`src/design/mismatch_mask_feature_extractor_unit_assert.svh`:
```
// ----------------------------------------------------------------------------
// Mismatch mask feature extractor - assertion macros
// Concurrent assertion helpers used by the extractor design file.
// ----------------------------------------------------------------------------
`ifndef MISMATCH_MASK_FEATURE_EXTRACTOR_UNIT_ASSERT_SVH
`define MISMATCH_MASK_FEATURE_EXTRACTOR_UNIT_ASSERT_SVH

// Same-cycle implication, disabled during reset
`define MMFE_ASSERT_IMPLIES(label, clk, rst_n, ante, cons, msg) \
	label: assert property (@(posedge clk) disable iff (!rst_n) (ante) |-> (cons)) \
		else $error(msg);

// Next-cycle implication, disabled during reset
`define MMFE_ASSERT_NEXT(label, clk, rst_n, ante, cons, msg) \
	label: assert property (@(posedge clk) disable iff (!rst_n) (ante) |=> (cons)) \
		else $error(msg);

`endif

```
`src/design/mmfe_pkg.sv`:
```
// ----------------------------------------------------------------------------
// Mismatch mask feature extractor - package
// Field widths, status codes, register indexes and register reset values.
// ----------------------------------------------------------------------------
package mmfe_pkg;

	// Field widths
	localparam int MASK_W    = 64;
	localparam int LEN_W     = 7;
	localparam int CNT_W     = 7;
	localparam int CFG_W     = 7;
	localparam int STATUS_W  = 3;
	localparam int OFFSET_W  = 6;
	localparam int REG_IDX_W = 3;

	// Popcount / search group size
	localparam int GROUP_W = 8;

	localparam int DEFAULT_MAX_BASES = 64;

	// Result status codes, in check order
	typedef enum logic [STATUS_W-1:0] {
		ST_OK             = 3'd0,
		ST_BAD_LENGTH     = 3'd1,
		ST_STRAY_BITS     = 3'd2,
		ST_BAD_ANCHOR     = 3'd3,
		ST_COUNT_MISMATCH = 3'd4
	} status_t;

	// Configuration register indexes
	typedef enum logic [REG_IDX_W-1:0] {
		REG_FIVE_PRIME_WINDOW        = 3'd0,
		REG_THREE_PRIME_WINDOW_LONG  = 3'd1,
		REG_THREE_PRIME_WINDOW_MID   = 3'd2,
		REG_THREE_PRIME_WINDOW_SHORT = 3'd3,
		REG_ANCHOR_WIDTH             = 3'd4
	} reg_index_t;

	// Register reset values
	localparam logic [CFG_W-1:0] FIVE_PRIME_WINDOW_RST        = 7'd5;
	localparam logic [CFG_W-1:0] THREE_PRIME_WINDOW_LONG_RST  = 7'd8;
	localparam logic [CFG_W-1:0] THREE_PRIME_WINDOW_MID_RST   = 7'd5;
	localparam logic [CFG_W-1:0] THREE_PRIME_WINDOW_SHORT_RST = 7'd3;
	localparam logic [CFG_W-1:0] ANCHOR_WIDTH_RST             = 7'd3;

endpackage

```
`src/design/mmfe_in_if.sv`:
```
// ----------------------------------------------------------------------------
// Mismatch mask feature extractor - input channel
// Valid/ready channel carrying one primer mask, its length and claimed count.
// ----------------------------------------------------------------------------
interface mmfe_in_if;
	logic                         valid;
	logic                         ready;
	logic [mmfe_pkg::MASK_W-1:0]  mask;
	logic [mmfe_pkg::LEN_W-1:0]   length;
	logic [mmfe_pkg::CNT_W-1:0]   reported_count;

	modport source (output valid, output mask, output length, output reported_count,
		input ready);
	modport sink (input valid, input mask, input length, input reported_count,
		output ready);
endinterface

```
`src/design/mmfe_out_if.sv`:
```
// ----------------------------------------------------------------------------
// Mismatch mask feature extractor - result channel
// Valid/ready channel carrying the status and features of one primer.
// ----------------------------------------------------------------------------
interface mmfe_out_if;
	logic                           valid;
	logic                           ready;
	logic [mmfe_pkg::STATUS_W-1:0]  status;
	logic [mmfe_pkg::CNT_W-1:0]     total_count;
	logic [mmfe_pkg::CNT_W-1:0]     head_count;
	logic [mmfe_pkg::CNT_W-1:0]     tail_long_count;
	logic [mmfe_pkg::CNT_W-1:0]     tail_mid_count;
	logic [mmfe_pkg::CNT_W-1:0]     tail_short_count;
	logic                           terminal_mismatch;
	logic                           anchor_overlap;
	logic                           any_mismatch;
	logic [mmfe_pkg::OFFSET_W-1:0]  nearest_offset;

	modport source (output valid, output status, output total_count, output head_count,
		output tail_long_count, output tail_mid_count, output tail_short_count,
		output terminal_mismatch, output anchor_overlap, output any_mismatch,
		output nearest_offset, input ready);
	modport sink (input valid, input status, input total_count, input head_count,
		input tail_long_count, input tail_mid_count, input tail_short_count,
		input terminal_mismatch, input anchor_overlap, input any_mismatch,
		input nearest_offset, output ready);
endinterface

```
`src/design/mismatch_mask_feature_extractor_unit.sv`:
```
// ----------------------------------------------------------------------------
// Mismatch mask feature extractor
// Checks a primer mismatch mask and extracts window popcounts, 3-prime end
// flags and the offset of the nearest mismatch from the 3-prime end.
// ----------------------------------------------------------------------------
//
//  channel   dir  handshake      payload
//  in_ch     in   valid/ready    mask, length, reported_count
//  out_ch    out  valid/ready    status, counts, flags, nearest_offset
//  wr_*      in   wr_en only     wr_index, wr_data (5 registers, no read-back)
//
//  A result passes through stages s1 to s4 and then goes valid on out_ch; one
//  transaction per cycle is sustained while out_ch is ready.
//  The four stages are: checks and window masks,
//  8-bit group popcounts and group priority search, group sums and merge,
//  final status and output register. Each stage advances when it is empty or
//  the one after it advances, so a stall on out_ch backs up without loss.
//  arst_n clears the stage valid bits and loads the register reset values.
//
module mismatch_mask_feature_extractor_unit #(
	parameter int MAX_BASES = mmfe_pkg::DEFAULT_MAX_BASES
) (
	input  logic                            clk,
	input  logic                            arst_n,
	mmfe_in_if.sink                         in_ch,
	mmfe_out_if.source                      out_ch,
	input  logic                            wr_en,
	input  logic [mmfe_pkg::REG_IDX_W-1:0]  wr_index,
	input  logic [mmfe_pkg::CFG_W-1:0]      wr_data
);

`include "mismatch_mask_feature_extractor_unit_assert.svh"

	localparam int NG      = (MAX_BASES + mmfe_pkg::GROUP_W - 1) / mmfe_pkg::GROUP_W;
	localparam int PAD_W   = NG * mmfe_pkg::GROUP_W;
	localparam int PCNT_W  = $clog2(mmfe_pkg::GROUP_W + 1);
	localparam int GTOP_W  = $clog2(mmfe_pkg::GROUP_W);
	localparam int LEN_W   = mmfe_pkg::LEN_W;
	localparam int CNT_W   = mmfe_pkg::CNT_W;
	localparam int OFF_W   = mmfe_pkg::OFFSET_W;

	// Stage payloads
	typedef struct packed {
		logic [MAX_BASES-1:0] mask;
		logic [MAX_BASES-1:0] head_bits;
		logic [MAX_BASES-1:0] long_bits;
		logic [MAX_BASES-1:0] mid_bits;
		logic [MAX_BASES-1:0] short_bits;
		logic [MAX_BASES-1:0] anchor_bits;
		logic                 terminal;
		logic [LEN_W-1:0]     len;
		logic [CNT_W-1:0]     reported;
		mmfe_pkg::status_t    status;
	} st1_t;

	typedef struct packed {
		logic [NG-1:0][PCNT_W-1:0] tot_p;
		logic [NG-1:0][PCNT_W-1:0] head_p;
		logic [NG-1:0][PCNT_W-1:0] long_p;
		logic [NG-1:0][PCNT_W-1:0] mid_p;
		logic [NG-1:0][PCNT_W-1:0] short_p;
		logic [NG-1:0]             grp_nz;
		logic [NG-1:0][GTOP_W-1:0] grp_top;
		logic                      anchor_hit;
		logic                      terminal;
		logic [LEN_W-1:0]          len;
		logic [CNT_W-1:0]          reported;
		mmfe_pkg::status_t         status;
	} st2_t;

	typedef struct packed {
		logic [CNT_W-1:0]  tot;
		logic [CNT_W-1:0]  head;
		logic [CNT_W-1:0]  tail_long;
		logic [CNT_W-1:0]  tail_mid;
		logic [CNT_W-1:0]  tail_short;
		logic              anchor_hit;
		logic              terminal;
		logic              any;
		logic [OFF_W-1:0]  top;
		logic [LEN_W-1:0]  len;
		logic [CNT_W-1:0]  reported;
		mmfe_pkg::status_t status;
	} st3_t;

	typedef struct packed {
		mmfe_pkg::status_t status;
		logic [CNT_W-1:0]  total_count;
		logic [CNT_W-1:0]  head_count;
		logic [CNT_W-1:0]  tail_long_count;
		logic [CNT_W-1:0]  tail_mid_count;
		logic [CNT_W-1:0]  tail_short_count;
		logic              terminal_mismatch;
		logic              anchor_overlap;
		logic              any_mismatch;
		logic [OFF_W-1:0]  nearest_offset;
	} res_t;

	// Base idx lies in the last w bases of a primer of length len
	function automatic logic in_tail(input int idx, input logic [LEN_W-1:0] w,
		input logic [LEN_W-1:0] len);
		logic [LEN_W:0] lhs;
		lhs = {1'b0, LEN_W'(idx)} + {1'b0, w};
		return ({1'b0, LEN_W'(idx)} < {1'b0, len}) && (lhs >= {1'b0, len});
	endfunction

	function automatic logic [PCNT_W-1:0] pop_group(input logic [mmfe_pkg::GROUP_W-1:0] v);
		logic [PCNT_W-1:0] c;
		c = '0;
		for (int b = 0; b < mmfe_pkg::GROUP_W; b++) c = c + PCNT_W'(v[b]);
		return c;
	endfunction

	function automatic logic [GTOP_W-1:0] top_group(input logic [mmfe_pkg::GROUP_W-1:0] v);
		logic [GTOP_W-1:0] t;
		t = '0;
		for (int b = 0; b < mmfe_pkg::GROUP_W; b++) if (v[b]) t = GTOP_W'(b);
		return t;
	endfunction

	function automatic logic [CNT_W-1:0] sum_parts(input logic [NG-1:0][PCNT_W-1:0] p);
		logic [CNT_W-1:0] s;
		s = '0;
		for (int g = 0; g < NG; g++) s = s + CNT_W'(p[g]);
		return s;
	endfunction

	// Configuration registers
	logic [mmfe_pkg::CFG_W-1:0] five_win_q, long_win_q, mid_win_q, short_win_q, anchor_w_q;

	always_ff @(posedge clk or negedge arst_n) begin
		if (!arst_n) begin
			five_win_q  <= mmfe_pkg::FIVE_PRIME_WINDOW_RST;
			long_win_q  <= mmfe_pkg::THREE_PRIME_WINDOW_LONG_RST;
			mid_win_q   <= mmfe_pkg::THREE_PRIME_WINDOW_MID_RST;
			short_win_q <= mmfe_pkg::THREE_PRIME_WINDOW_SHORT_RST;
			anchor_w_q  <= mmfe_pkg::ANCHOR_WIDTH_RST;
		end else if (wr_en) begin
			unique case (mmfe_pkg::reg_index_t'(wr_index))
				mmfe_pkg::REG_FIVE_PRIME_WINDOW:        five_win_q  <= wr_data;
				mmfe_pkg::REG_THREE_PRIME_WINDOW_LONG:  long_win_q  <= wr_data;
				mmfe_pkg::REG_THREE_PRIME_WINDOW_MID:   mid_win_q   <= wr_data;
				mmfe_pkg::REG_THREE_PRIME_WINDOW_SHORT: short_win_q <= wr_data;
				mmfe_pkg::REG_ANCHOR_WIDTH:             anchor_w_q  <= wr_data;
				default: ;
			endcase
		end
	end

	// Stage handshake: a stage loads when empty or when its successor loads
	logic v_s1, v_s2, v_s3, v_s4;
	logic rdy_s1, rdy_s2, rdy_s3, rdy_s4;

	assign rdy_s4 = !v_s4 || out_ch.ready;
	assign rdy_s3 = !v_s3 || rdy_s4;
	assign rdy_s2 = !v_s2 || rdy_s3;
	assign rdy_s1 = !v_s1 || rdy_s2;
	assign in_ch.ready = rdy_s1;

	always_ff @(posedge clk or negedge arst_n) begin
		if (!arst_n) begin
			v_s1 <= 1'b0;
			v_s2 <= 1'b0;
			v_s3 <= 1'b0;
			v_s4 <= 1'b0;
		end else begin
			if (rdy_s1) v_s1 <= in_ch.valid;
			if (rdy_s2) v_s2 <= v_s1;
			if (rdy_s3) v_s3 <= v_s2;
			if (rdy_s4) v_s4 <= v_s3;
		end
	end

	// Stage 1: input checks and window masks
	st1_t nxt1, st_s1;
	logic stray;

	always_comb begin
		stray = 1'b0;
		for (int i = 0; i < mmfe_pkg::MASK_W; i++) begin
			if (in_ch.mask[i] && (LEN_W'(i) >= in_ch.length)) stray = 1'b1;
		end
		nxt1.mask        = in_ch.mask[MAX_BASES-1:0];
		nxt1.terminal    = 1'b0;
		nxt1.head_bits   = '0;
		nxt1.long_bits   = '0;
		nxt1.mid_bits    = '0;
		nxt1.short_bits  = '0;
		nxt1.anchor_bits = '0;
		for (int i = 0; i < MAX_BASES; i++) begin
			nxt1.head_bits[i]   = in_ch.mask[i] && (LEN_W'(i) < five_win_q)
				&& (LEN_W'(i) < in_ch.length);
			nxt1.long_bits[i]   = in_ch.mask[i] && in_tail(i, long_win_q, in_ch.length);
			nxt1.mid_bits[i]    = in_ch.mask[i] && in_tail(i, mid_win_q, in_ch.length);
			nxt1.short_bits[i]  = in_ch.mask[i] && in_tail(i, short_win_q, in_ch.length);
			nxt1.anchor_bits[i] = in_ch.mask[i] && in_tail(i, anchor_w_q, in_ch.length);
			if (in_ch.mask[i] && (LEN_W'(i) == in_ch.length - LEN_W'(1))) nxt1.terminal = 1'b1;
		end
		nxt1.len      = in_ch.length;
		nxt1.reported = in_ch.reported_count;
		if ((in_ch.length == '0) || (in_ch.length > LEN_W'(MAX_BASES)))
			nxt1.status = mmfe_pkg::ST_BAD_LENGTH;
		else if (stray)
			nxt1.status = mmfe_pkg::ST_STRAY_BITS;
		else if ((anchor_w_q == '0) || (anchor_w_q > in_ch.length))
			nxt1.status = mmfe_pkg::ST_BAD_ANCHOR;
		else
			nxt1.status = mmfe_pkg::ST_OK;
	end

	always_ff @(posedge clk) begin
		if (rdy_s1 && in_ch.valid) st_s1 <= nxt1;
	end

	// Stage 2: per-group popcounts and highest set bit per group
	st2_t nxt2, st_s2;
	logic [PAD_W-1:0] pm, ph, pl, pmid, ps;

	always_comb begin
		pm   = PAD_W'(st_s1.mask);
		ph   = PAD_W'(st_s1.head_bits);
		pl   = PAD_W'(st_s1.long_bits);
		pmid = PAD_W'(st_s1.mid_bits);
		ps   = PAD_W'(st_s1.short_bits);
		for (int g = 0; g < NG; g++) begin
			nxt2.tot_p[g]   = pop_group(pm[g*mmfe_pkg::GROUP_W +: mmfe_pkg::GROUP_W]);
			nxt2.head_p[g]  = pop_group(ph[g*mmfe_pkg::GROUP_W +: mmfe_pkg::GROUP_W]);
			nxt2.long_p[g]  = pop_group(pl[g*mmfe_pkg::GROUP_W +: mmfe_pkg::GROUP_W]);
			nxt2.mid_p[g]   = pop_group(pmid[g*mmfe_pkg::GROUP_W +: mmfe_pkg::GROUP_W]);
			nxt2.short_p[g] = pop_group(ps[g*mmfe_pkg::GROUP_W +: mmfe_pkg::GROUP_W]);
			nxt2.grp_nz[g]  = |pm[g*mmfe_pkg::GROUP_W +: mmfe_pkg::GROUP_W];
			nxt2.grp_top[g] = top_group(pm[g*mmfe_pkg::GROUP_W +: mmfe_pkg::GROUP_W]);
		end
		nxt2.anchor_hit = |st_s1.anchor_bits;
		nxt2.terminal   = st_s1.terminal;
		nxt2.len        = st_s1.len;
		nxt2.reported   = st_s1.reported;
		nxt2.status     = st_s1.status;
	end

	always_ff @(posedge clk) begin
		if (rdy_s2 && v_s1) st_s2 <= nxt2;
	end

	// Stage 3: sum group counts, merge group search
	st3_t nxt3, st_s3;

	always_comb begin
		nxt3.tot        = sum_parts(st_s2.tot_p);
		nxt3.head       = sum_parts(st_s2.head_p);
		nxt3.tail_long  = sum_parts(st_s2.long_p);
		nxt3.tail_mid   = sum_parts(st_s2.mid_p);
		nxt3.tail_short = sum_parts(st_s2.short_p);
		nxt3.any        = |st_s2.grp_nz;
		nxt3.top        = '0;
		for (int g = 0; g < NG; g++) begin
			if (st_s2.grp_nz[g])
				nxt3.top = OFF_W'(g * mmfe_pkg::GROUP_W + int'(st_s2.grp_top[g]));
		end
		nxt3.anchor_hit = st_s2.anchor_hit;
		nxt3.terminal   = st_s2.terminal;
		nxt3.len        = st_s2.len;
		nxt3.reported   = st_s2.reported;
		nxt3.status     = st_s2.status;
	end

	always_ff @(posedge clk) begin
		if (rdy_s3 && v_s2) st_s3 <= nxt3;
	end

	// Stage 4: count check, zeroing on error, output register
	res_t nxt4, res_s4;
	mmfe_pkg::status_t fin_status;
	logic [LEN_W-1:0] end_gap;

	always_comb begin
		if ((st_s3.status == mmfe_pkg::ST_OK) && (st_s3.tot != st_s3.reported))
			fin_status = mmfe_pkg::ST_COUNT_MISMATCH;
		else
			fin_status = st_s3.status;
		end_gap = st_s3.len - LEN_W'(1) - {1'b0, st_s3.top};
		nxt4 = '0;
		nxt4.status = fin_status;
		if (fin_status == mmfe_pkg::ST_OK) begin
			nxt4.total_count       = st_s3.tot;
			nxt4.head_count        = st_s3.head;
			nxt4.tail_long_count   = st_s3.tail_long;
			nxt4.tail_mid_count    = st_s3.tail_mid;
			nxt4.tail_short_count  = st_s3.tail_short;
			nxt4.terminal_mismatch = st_s3.terminal;
			nxt4.anchor_overlap    = st_s3.anchor_hit;
			nxt4.any_mismatch      = st_s3.any;
			nxt4.nearest_offset    = st_s3.any ? end_gap[OFF_W-1:0] : '0;
		end
	end

	always_ff @(posedge clk) begin
		if (rdy_s4 && v_s3) res_s4 <= nxt4;
	end

	// Result channel
	assign out_ch.valid             = v_s4;
	assign out_ch.status            = mmfe_pkg::STATUS_W'(res_s4.status);
	assign out_ch.total_count       = res_s4.total_count;
	assign out_ch.head_count        = res_s4.head_count;
	assign out_ch.tail_long_count   = res_s4.tail_long_count;
	assign out_ch.tail_mid_count    = res_s4.tail_mid_count;
	assign out_ch.tail_short_count  = res_s4.tail_short_count;
	assign out_ch.terminal_mismatch = res_s4.terminal_mismatch;
	assign out_ch.anchor_overlap    = res_s4.anchor_overlap;
	assign out_ch.any_mismatch      = res_s4.any_mismatch;
	assign out_ch.nearest_offset    = res_s4.nearest_offset;

	// Assertions
	`MMFE_ASSERT_IMPLIES(a_err_zeroes, clk, arst_n,
		v_s4 && (res_s4.status != mmfe_pkg::ST_OK),
		(res_s4.total_count == '0) && (res_s4.head_count == '0) && !res_s4.any_mismatch
		&& (res_s4.nearest_offset == '0) && !res_s4.anchor_overlap,
		"error result carries nonzero features")
	`MMFE_ASSERT_IMPLIES(a_any_matches_total, clk, arst_n,
		v_s4 && (res_s4.status == mmfe_pkg::ST_OK),
		res_s4.any_mismatch == (res_s4.total_count != '0),
		"any_mismatch disagrees with total_count")
	`MMFE_ASSERT_NEXT(a_s3_to_output, clk, arst_n, v_s3 && rdy_s4, v_s4,
		"stage 3 transaction lost on the way to the output register")

endmodule
```
`src/flat_wrapper.sv`:
```
// flat-port wrapper written by rule: the top's interface ports become plain ports
module mismatch_mask_feature_extractor_unit_flat 
#(
	parameter int MAX_BASES = mmfe_pkg::DEFAULT_MAX_BASES
)
  (clk, arst_n, wr_en, wr_index, wr_data, in_ch_valid, in_ch_mask, in_ch_length, in_ch_reported_count, in_ch_ready, out_ch_valid, out_ch_status, out_ch_total_count, out_ch_head_count, out_ch_tail_long_count, out_ch_tail_mid_count, out_ch_tail_short_count, out_ch_terminal_mismatch, out_ch_anchor_overlap, out_ch_any_mismatch, out_ch_nearest_offset, out_ch_ready);
  mmfe_in_if in_ch_i ();
  mmfe_out_if out_ch_i ();
  input  logic clk;
  input  logic arst_n;
  input  logic wr_en;
  input  logic [mmfe_pkg::REG_IDX_W-1:0] wr_index;
  input  logic [mmfe_pkg::CFG_W-1:0] wr_data;
  input wire logic [$bits(in_ch_i.valid)-1:0] in_ch_valid;
  input wire logic [$bits(in_ch_i.mask)-1:0] in_ch_mask;
  input wire logic [$bits(in_ch_i.length)-1:0] in_ch_length;
  input wire logic [$bits(in_ch_i.reported_count)-1:0] in_ch_reported_count;
  output wire logic [$bits(in_ch_i.ready)-1:0] in_ch_ready;
  output wire logic [$bits(out_ch_i.valid)-1:0] out_ch_valid;
  output wire logic [$bits(out_ch_i.status)-1:0] out_ch_status;
  output wire logic [$bits(out_ch_i.total_count)-1:0] out_ch_total_count;
  output wire logic [$bits(out_ch_i.head_count)-1:0] out_ch_head_count;
  output wire logic [$bits(out_ch_i.tail_long_count)-1:0] out_ch_tail_long_count;
  output wire logic [$bits(out_ch_i.tail_mid_count)-1:0] out_ch_tail_mid_count;
  output wire logic [$bits(out_ch_i.tail_short_count)-1:0] out_ch_tail_short_count;
  output wire logic [$bits(out_ch_i.terminal_mismatch)-1:0] out_ch_terminal_mismatch;
  output wire logic [$bits(out_ch_i.anchor_overlap)-1:0] out_ch_anchor_overlap;
  output wire logic [$bits(out_ch_i.any_mismatch)-1:0] out_ch_any_mismatch;
  output wire logic [$bits(out_ch_i.nearest_offset)-1:0] out_ch_nearest_offset;
  input wire logic [$bits(out_ch_i.ready)-1:0] out_ch_ready;
  assign in_ch_i.valid = in_ch_valid;
  assign in_ch_i.mask = in_ch_mask;
  assign in_ch_i.length = in_ch_length;
  assign in_ch_i.reported_count = in_ch_reported_count;
  assign in_ch_ready = in_ch_i.ready;
  assign out_ch_valid = out_ch_i.valid;
  assign out_ch_status = out_ch_i.status;
  assign out_ch_total_count = out_ch_i.total_count;
  assign out_ch_head_count = out_ch_i.head_count;
  assign out_ch_tail_long_count = out_ch_i.tail_long_count;
  assign out_ch_tail_mid_count = out_ch_i.tail_mid_count;
  assign out_ch_tail_short_count = out_ch_i.tail_short_count;
  assign out_ch_terminal_mismatch = out_ch_i.terminal_mismatch;
  assign out_ch_anchor_overlap = out_ch_i.anchor_overlap;
  assign out_ch_any_mismatch = out_ch_i.any_mismatch;
  assign out_ch_nearest_offset = out_ch_i.nearest_offset;
  assign out_ch_i.ready = out_ch_ready;
  mismatch_mask_feature_extractor_unit #(.MAX_BASES(MAX_BASES)) u_core (.clk(clk), .arst_n(arst_n), .in_ch(in_ch_i), .out_ch(out_ch_i), .wr_en(wr_en), .wr_index(wr_index), .wr_data(wr_data));
endmodule
```
`config.mk`:
```
export PLATFORM = sky130hd
export DESIGN_NAME = mismatch_mask_feature_extractor_unit_flat
export DESIGN_NICKNAME = d
export VERILOG_FILES = /design/src/design/mmfe_pkg.sv /design/src/design/mmfe_in_if.sv /design/src/design/mmfe_out_if.sv /design/src/design/mismatch_mask_feature_extractor_unit.sv /design/src/flat_wrapper.sv
export VERILOG_INCLUDE_DIRS = /design/src /design/src/design
export SDC_FILE = /design/constraint.sdc
export NUM_CORES = 2
export LEC_CHECK = 0
export BUFFER_PORTS_ARGS = -buffer_cell sky130_fd_sc_hd__buf_2
export CAP_MARGIN = 40
export CORE_ASPECT_RATIO = 0.7
export CORE_MARGIN = 4
export CORE_UTILIZATION = 35
export CTS_CLUSTER_DIAMETER = 100
export DETAILED_ROUTE_END_ITERATION = 10
export GPL_ROUTABILITY_DRIVEN = 1
export GPL_TIMING_DRIVEN = 0
export SETUP_SLACK_MARGIN = 0.15
export SLEW_MARGIN = 20
export SYNTH_ARGS = -nofsm -noshare
export SYNTH_HDL_FRONTEND = slang
export SYNTH_SLANG_ARGS = --single-unit
```
`constraint.sdc`:
```
create_clock -name clk -period 11.4 [get_ports clk]
set_input_delay 0.57 -clock clk [delete_from_list [all_inputs] [get_ports clk]]
set_output_delay 0.57 -clock clk [all_outputs]
set_load 0.005 [all_outputs]
```
# Yosys cells after proc, flatten, opt, wreduce, memory -nomap -nowiden
# Cells that the tools add are included.
[word_totals]
ff_bits = 757
in_bits = 93
out_inout_bits = 49
wordCells = 2218
[classes]
addsub = 577
magnitude_cmp = 514
n_eq_ne = 68
n_mux = 124
n_reduce_logical = 823
[op_table]
columns = ["op", "n"]
rows = [
  ["8-bit by 7-bit greater-or-equal comparator with 1-bit output", 252],
  ["6-bit by 7-bit adder with 8-bit output, first input constant", 128],
  ["4-bit by 1-bit adder with 4-bit output", 240],
  ["1-bit logical AND", 773],
  ["6-bit by 7-bit < comparator with 1-bit output, first input constant", 96],
  ["5-bit by 7-bit adder with 8-bit output, first input constant", 64],
  ["5-bit by 7-bit < comparator with 1-bit output, first input constant", 48],
  ["4-bit by 7-bit adder with 8-bit output, first input constant", 32],
  ["6-bit by 7-bit == test with 1-bit output, first input constant", 32],
  ["6-bit by 7-bit greater-or-equal comparator with 1-bit output, first input constant", 32],
  ["7-bit by 4-bit adder with 7-bit output", 30],
  ["4-bit by 7-bit < comparator with 1-bit output, first input constant", 24],
  ["3-bit by 7-bit adder with 8-bit output, first input constant", 16],
  ["5-bit by 7-bit == test with 1-bit output, first input constant", 16],
  ["5-bit by 7-bit greater-or-equal comparator with 1-bit output, first input constant", 16],
  ["3-bit by 7-bit < comparator with 1-bit output, first input constant", 12],
  ["1-bit two-way mux", 81],
  ["1-bit by 1-bit adder with 2-bit output", 40],
  ["8-bit OR reduction", 9],
  ["2-bit two-way mux", 34],
  ["2-bit by 7-bit adder with 8-bit output, first input constant", 8],
  ["64-bit OR reduction", 1],
  ["63-bit OR reduction", 1],
  ["4-bit by 7-bit == test with 1-bit output, first input constant", 8],
  ["33 further kinds", 113],
]

# Logic depth before layout (Yosys ltp)
[depth]
ltp_word = 67
depth_mapped = 16

# Least setup slack after synthesis
# No wires, ideal clock.
[synth_path]
path_kind = "input port to flip-flop"
from = "input out_ch_ready"
to = "register u_core.st_s1, in the netlist u_core.nxt2[0], enable pin"
setup_ns = 0.817
arrival_time_ns = 9.876
slack_ns = 0.707
stages = 3
cell_sequence = "nor2b_1 -> nand4_1 -> and2_1"
[synth_via]
elab_chain_len = 5
[synth_rtl]
columns = ["element", "line_no", "text"]
rows = [
  ["from (decl)", "flat_wrapper.sv:30", "input wire logic [$bits(out_ch_i.ready)-1:0] out_ch_ready;"],
  ["1-bit logical OR", "mismatch_mask_feature_extractor_unit.sv:154", "assign rdy_s4 = !v_s4 || out_ch.ready;"],
  ["1-bit logical OR", "mismatch_mask_feature_extractor_unit.sv:155", "assign rdy_s3 = !v_s3 || rdy_s4;"],
  ["1-bit logical OR", "mismatch_mask_feature_extractor_unit.sv:156", "assign rdy_s2 = !v_s2 || rdy_s3;"],
  ["1-bit logical OR", "mismatch_mask_feature_extractor_unit.sv:157", "assign rdy_s1 = !v_s1 || rdy_s2;"],
  ["net in_ch_ready", "flat_wrapper.sv:18", "output wire logic [$bits(in_ch_i.ready)-1:0] in_ch_ready;"],
  ["1-bit logical AND", "mismatch_mask_feature_extractor_unit.sv:212", "if (rdy_s1 && in_ch.valid) st_s1 <= nxt1;"],
  ["to (signal assigned)", "mismatch_mask_feature_extractor_unit.sv:212", ""],
  ["to (decl)", "mismatch_mask_feature_extractor_unit.sv:175", "st1_t nxt1, st_s1;"],
]
# The timed path passes the listed nets, and every way through them passes these cells.
# A chain may end at the register's enable or synchronous reset.

==> metrics.csv <==
stage,metric,value,unit
yosys,seq_area_frac_synth,34.1,%
floorplanning,die_w,526,um
clock_network,cts_tree,done,
cells_and_area,instances_no_fill,9499,
floorplanning,die-height,371,um
cells_and_area,drive_above_1_share,7.55,%
clock_network,numClockSinks,754,
cells_and_area,register_area,22500,um2
placement,hpwlAfterDp,198,mm
cells_and_area,area_growth,13.8,%
timing,final_max_slew_viol_count,0,
timing,hold_viol,0,
worst_setup_path,cp_num_buf_inv,1,
power,seq_power_share,22.5,%
clock_network,cts_made_buffers,84,
grt,grt_max_degree,58,
yosys,synth_cell_types,81,
cells_and_area,fin_nets,8326,
power,p_per_area,278,nW/um2
power,p_int,11.5,mW
timing,rsz0062_at_grt,false,
clock_network,clk_latency,740,ps
detailed_routing,finalWirelength,251,mm
cells_and_area,multiInputGateArea,38800,um2
timing,skew,39.8,ps
placement,portBuffers,141,
timing,finalCritPeriodShare,43.9,%
worst_hold_path,hold_class,input port to flop,
worst_setup_path,crit_family,adder cells,
worst_setup_path,slowest_stage,fa_1,
worst_setup_path,worstPathMaxFanout,2,
floorplanning,initial_utilization,35.4,%
power,clock_power_share,13.6,%
timing,setup_viol,0,
yosys,synth_area,65800,um2
detailed_routing,ant_nets,0,
worst_setup_path,crit_path_frequent_cell,fa_1,
grt,globalRouteTotalUtil,25.2,%
yosys,ys.flop_type,edfxtp_1,
status,status,"finished, final reports clean",
power,ir_drop,0.541,mV
timing,min_period,5000,ps
detailed_routing,dr_total_vias,52700,
grt,grt_pass1_vias,50100,
detailed_routing,wire_per_inst,26.5,um
power,power,20.8,mW
worst_setup_path,crit_start,u_core.st_s2[183]$_DFFE_PP_,
worst_setup_path,end_kind,flop,
worst_setup_path,start_kind,flop,
worst_setup_path,r2r_start,u_core.st_s2[183]$_DFFE_PP_,
detailed_routing,dr.pass1.iters,7,
cells_and_area,n_fill_cell,18200,
clock_network,postCtsSetupBuffers,0,
floorplanning,rows,132,
detailed_routing,via_per_inst,5.55,
detailed_routing,drc,0,
grt,grt_pass1_wl,358,mm
floorplanning,coreArea,186000,um2
worst_setup_path,cp_data_required_time,11870,ps
timing,max_freq,0.200,GHz
power,switching_power,9.27,mW
yosys,synth-edff-count,715,
clock_network,cts.htree.levels,3,
yosys,synth_cells,6557,
detailed_routing,drtIter0Drc,6727,
worst_setup_path,slowest_delay,590,ps
clock_network,cts_hold_buf,7,
grt,grt_antenna_before_repair,36,
yosys,synth.yosys.warnings,0,
clock_network,clockBufferDepth,3,
clock_network,cts-root-buf,clkbuf_16,
clock_network,clk_pin_slew,60,ps
floorplanning,dieArea,195000,um2
yosys,syn_area_per_cell,10.0,um2
grt,grt_overflow,0,
placement,globalplace.congestion,0.996,
yosys,synth-seq-cells,754,
placement,numPlacedInstances,9294,
yosys,synth_fp_nets,7963,
timing,finalWorstSetupSlack,6400,ps
timing,worst_slew_pin_slew,987,ps
clock_network,cts_resized,0,
power,comb_power_share,63.9,%
placement,preCtsSetupSlack,6430,ps
worst_setup_path,crit_type,flop to flop,
yosys,async_reset_ff_share,5.17,%
power,switching_share,44.5,%
worst_setup_path,cp.arrival,5470,ps
timing,slew-limit-headroom,34.2,%
cells_and_area,final_cell_mix,"ha_1 (1053), inv_1 (1006), edfxtp_1 (715)",
floorplanning,pin_count,142,
cells_and_area,final_common_cell,ha_1,
power,power.leakage,33.7,nW
worst_setup_path,crit_chain,ha_1 -> fa_1 -> xnor2_1 -> fa_1 -> inv_1 -> fa_1 -> fa_1 -> fa_1 -> ha_1 -> a21o_1 -> a21oi_1 -> o21bai_1 -> a21oi_1 -> xnor2_1,
flow_run,maxCapViolations,0,
worst_hold_path,hp-start,in_ch_reported_count[2],
==> worst register-to-register path: stages, from the launching register on <==
cell and delay [ps]:
edfxtp_1 390, ha_1 220, fa_1 400, xnor2_1 280
fa_1 460, inv_1 220, fa_1 490, fa_1 590
fa_1 480, ha_1 320, a21o_1 170, a21oi_1 230
o21bai_1 90, a21oi_1 170, xnor2_1 260
==> flip-flops by register name (all words and copies together) (netlist names), 3 cells and up <==
signal,cells
u_core.out_ch.status,3
u_core.ph,64
u_core.long_win_q,7
u_core.nxt2,16
u_core.out_ch.tail_short_count,7
u_core.nxt3,17
u_core.ps,64
u_core.short_win_q,7
u_core.mid_win_q,7
u_core.anchor_w_q,7
u_core.out_ch.tail_mid_count,7
u_core.st_s1,64
u_core.out_ch.total_count,7
u_core.out_ch.head_count,7
u_core.st_s3,59
u_core.pm,64
u_core.five_win_q,7
u_core.pmid,64
u_core.pl,64
u_core.out_ch.nearest_offset,6
u_core.st_s2,192
u_core.out_ch.tail_long_count,7
==> final timing paths <==
kind,end,slack (ps),depth (start not counted)
min in group asynchronous,u_core.v_s1$_DFFE_PN0N_,310,2
hold / removal,u_core.nxt2[5]$_DFFE_PP_,50,1
max in group asynchronous,u_core.five_win_q[2]$_DFFE_PN1P_,10500,3
setup / recovery,u_core.st_s3[60]$_DFFE_PP_,6400,14
setup reg to reg,u_core.st_s3[60]$_DFFE_PP_,6400,14
hold reg to reg,u_core.nxt3[10]$_DFFE_PP_,410,0
==> routing by layer <==
metal  wire (um)  share of wire (%)  up-vias  GRT usage [%]
met5          87              0.035        -              0
met4        8220                3.3        8           7.42
met3       31400                 12      423           7.93
met2       98500                 39     2809           34.8
met1      113000                 45    26000           37.2
li1            -                  -    23500              -
==> per-stage QoR <==
step | TNS, ps | hold slack, ps | utilization, % | cell area (um2)
6_report | 0 | 47.3 | 40.3 | 74900
5_1_grt | 0 | 11.4 | 40.2 | 74800
4_1_cts | 0 | 6.51 | 40.1 | 74700
3_5_place_dp | 0 | 405 | 38.6 | 71800
3_3_place_gp | -2464060 | 401 | 37.4 | 69600
2_1_floorplan | 0 | 274 | - | 65800
==> Yosys cell counts, types with 49 or more instances <==
cell type  instances  area [um2]
a21o_1           217        1630
nor2b_1           73         457
fa_1             260        5200
nor2_1           232         871
o21ai_0          476        2380
a21oi_1          502        2510
nand2_1          347        1300
ha_1            1053       13200
and2_1            75         469
a211o_1           49         429
clkbuf_1         179         672
a21boi_0         188        1410
edfxtp_1         715       21500
a211oi_1         169        1270
xnor2_1          508        4450
inv_1           1006        3780
==> power by group through the flow <==
stage	combinational [mW]	clock, mW	sequential (mW)
4_1_cts	13.3	2.90	4.67
6_report	13.3	2.83	4.67
2_1_floorplan	9.36	0	4.67
5_1_grt	15.1	3.02	4.73
3_3_place_gp	12.6	0	4.82
3_5_place_dp	13.2	0	4.73
==> cell families (layout without fill, tap and decap cells) <==
| kind of cell | count (synthesis) | after routing | share of synthesized area [%] |
|---|---|---|---|
| compound gates | 1757 | 1757 | 16.5 |
| fa+ha+maj | 1318 | 1318 | 28.0 |
| buf+inv | 1254 | 1686 | 7.22 |
| simple gates | 910 | 910 | 6.49 |
| flops | 754 | 754 | 34.1 |
| xor+xnor | 538 | 538 | 7.16 |
| mux | 26 | 26 | 0.441 |
| other cells | 0 | 31 | 0 |
==> area by class of cell <==
cell class	instances	area share [%]
tap	2479	4.14
sequential	754	30.0
antenna	31	0.104
clock inverter	57	0.747
inverter	1020	5.11
multi-input combinational	4549	51.8
timing repair buffer	277	3.80
clock buffer	98	2.98
buffer	234	1.27
(Power assumes the default switching activity.)
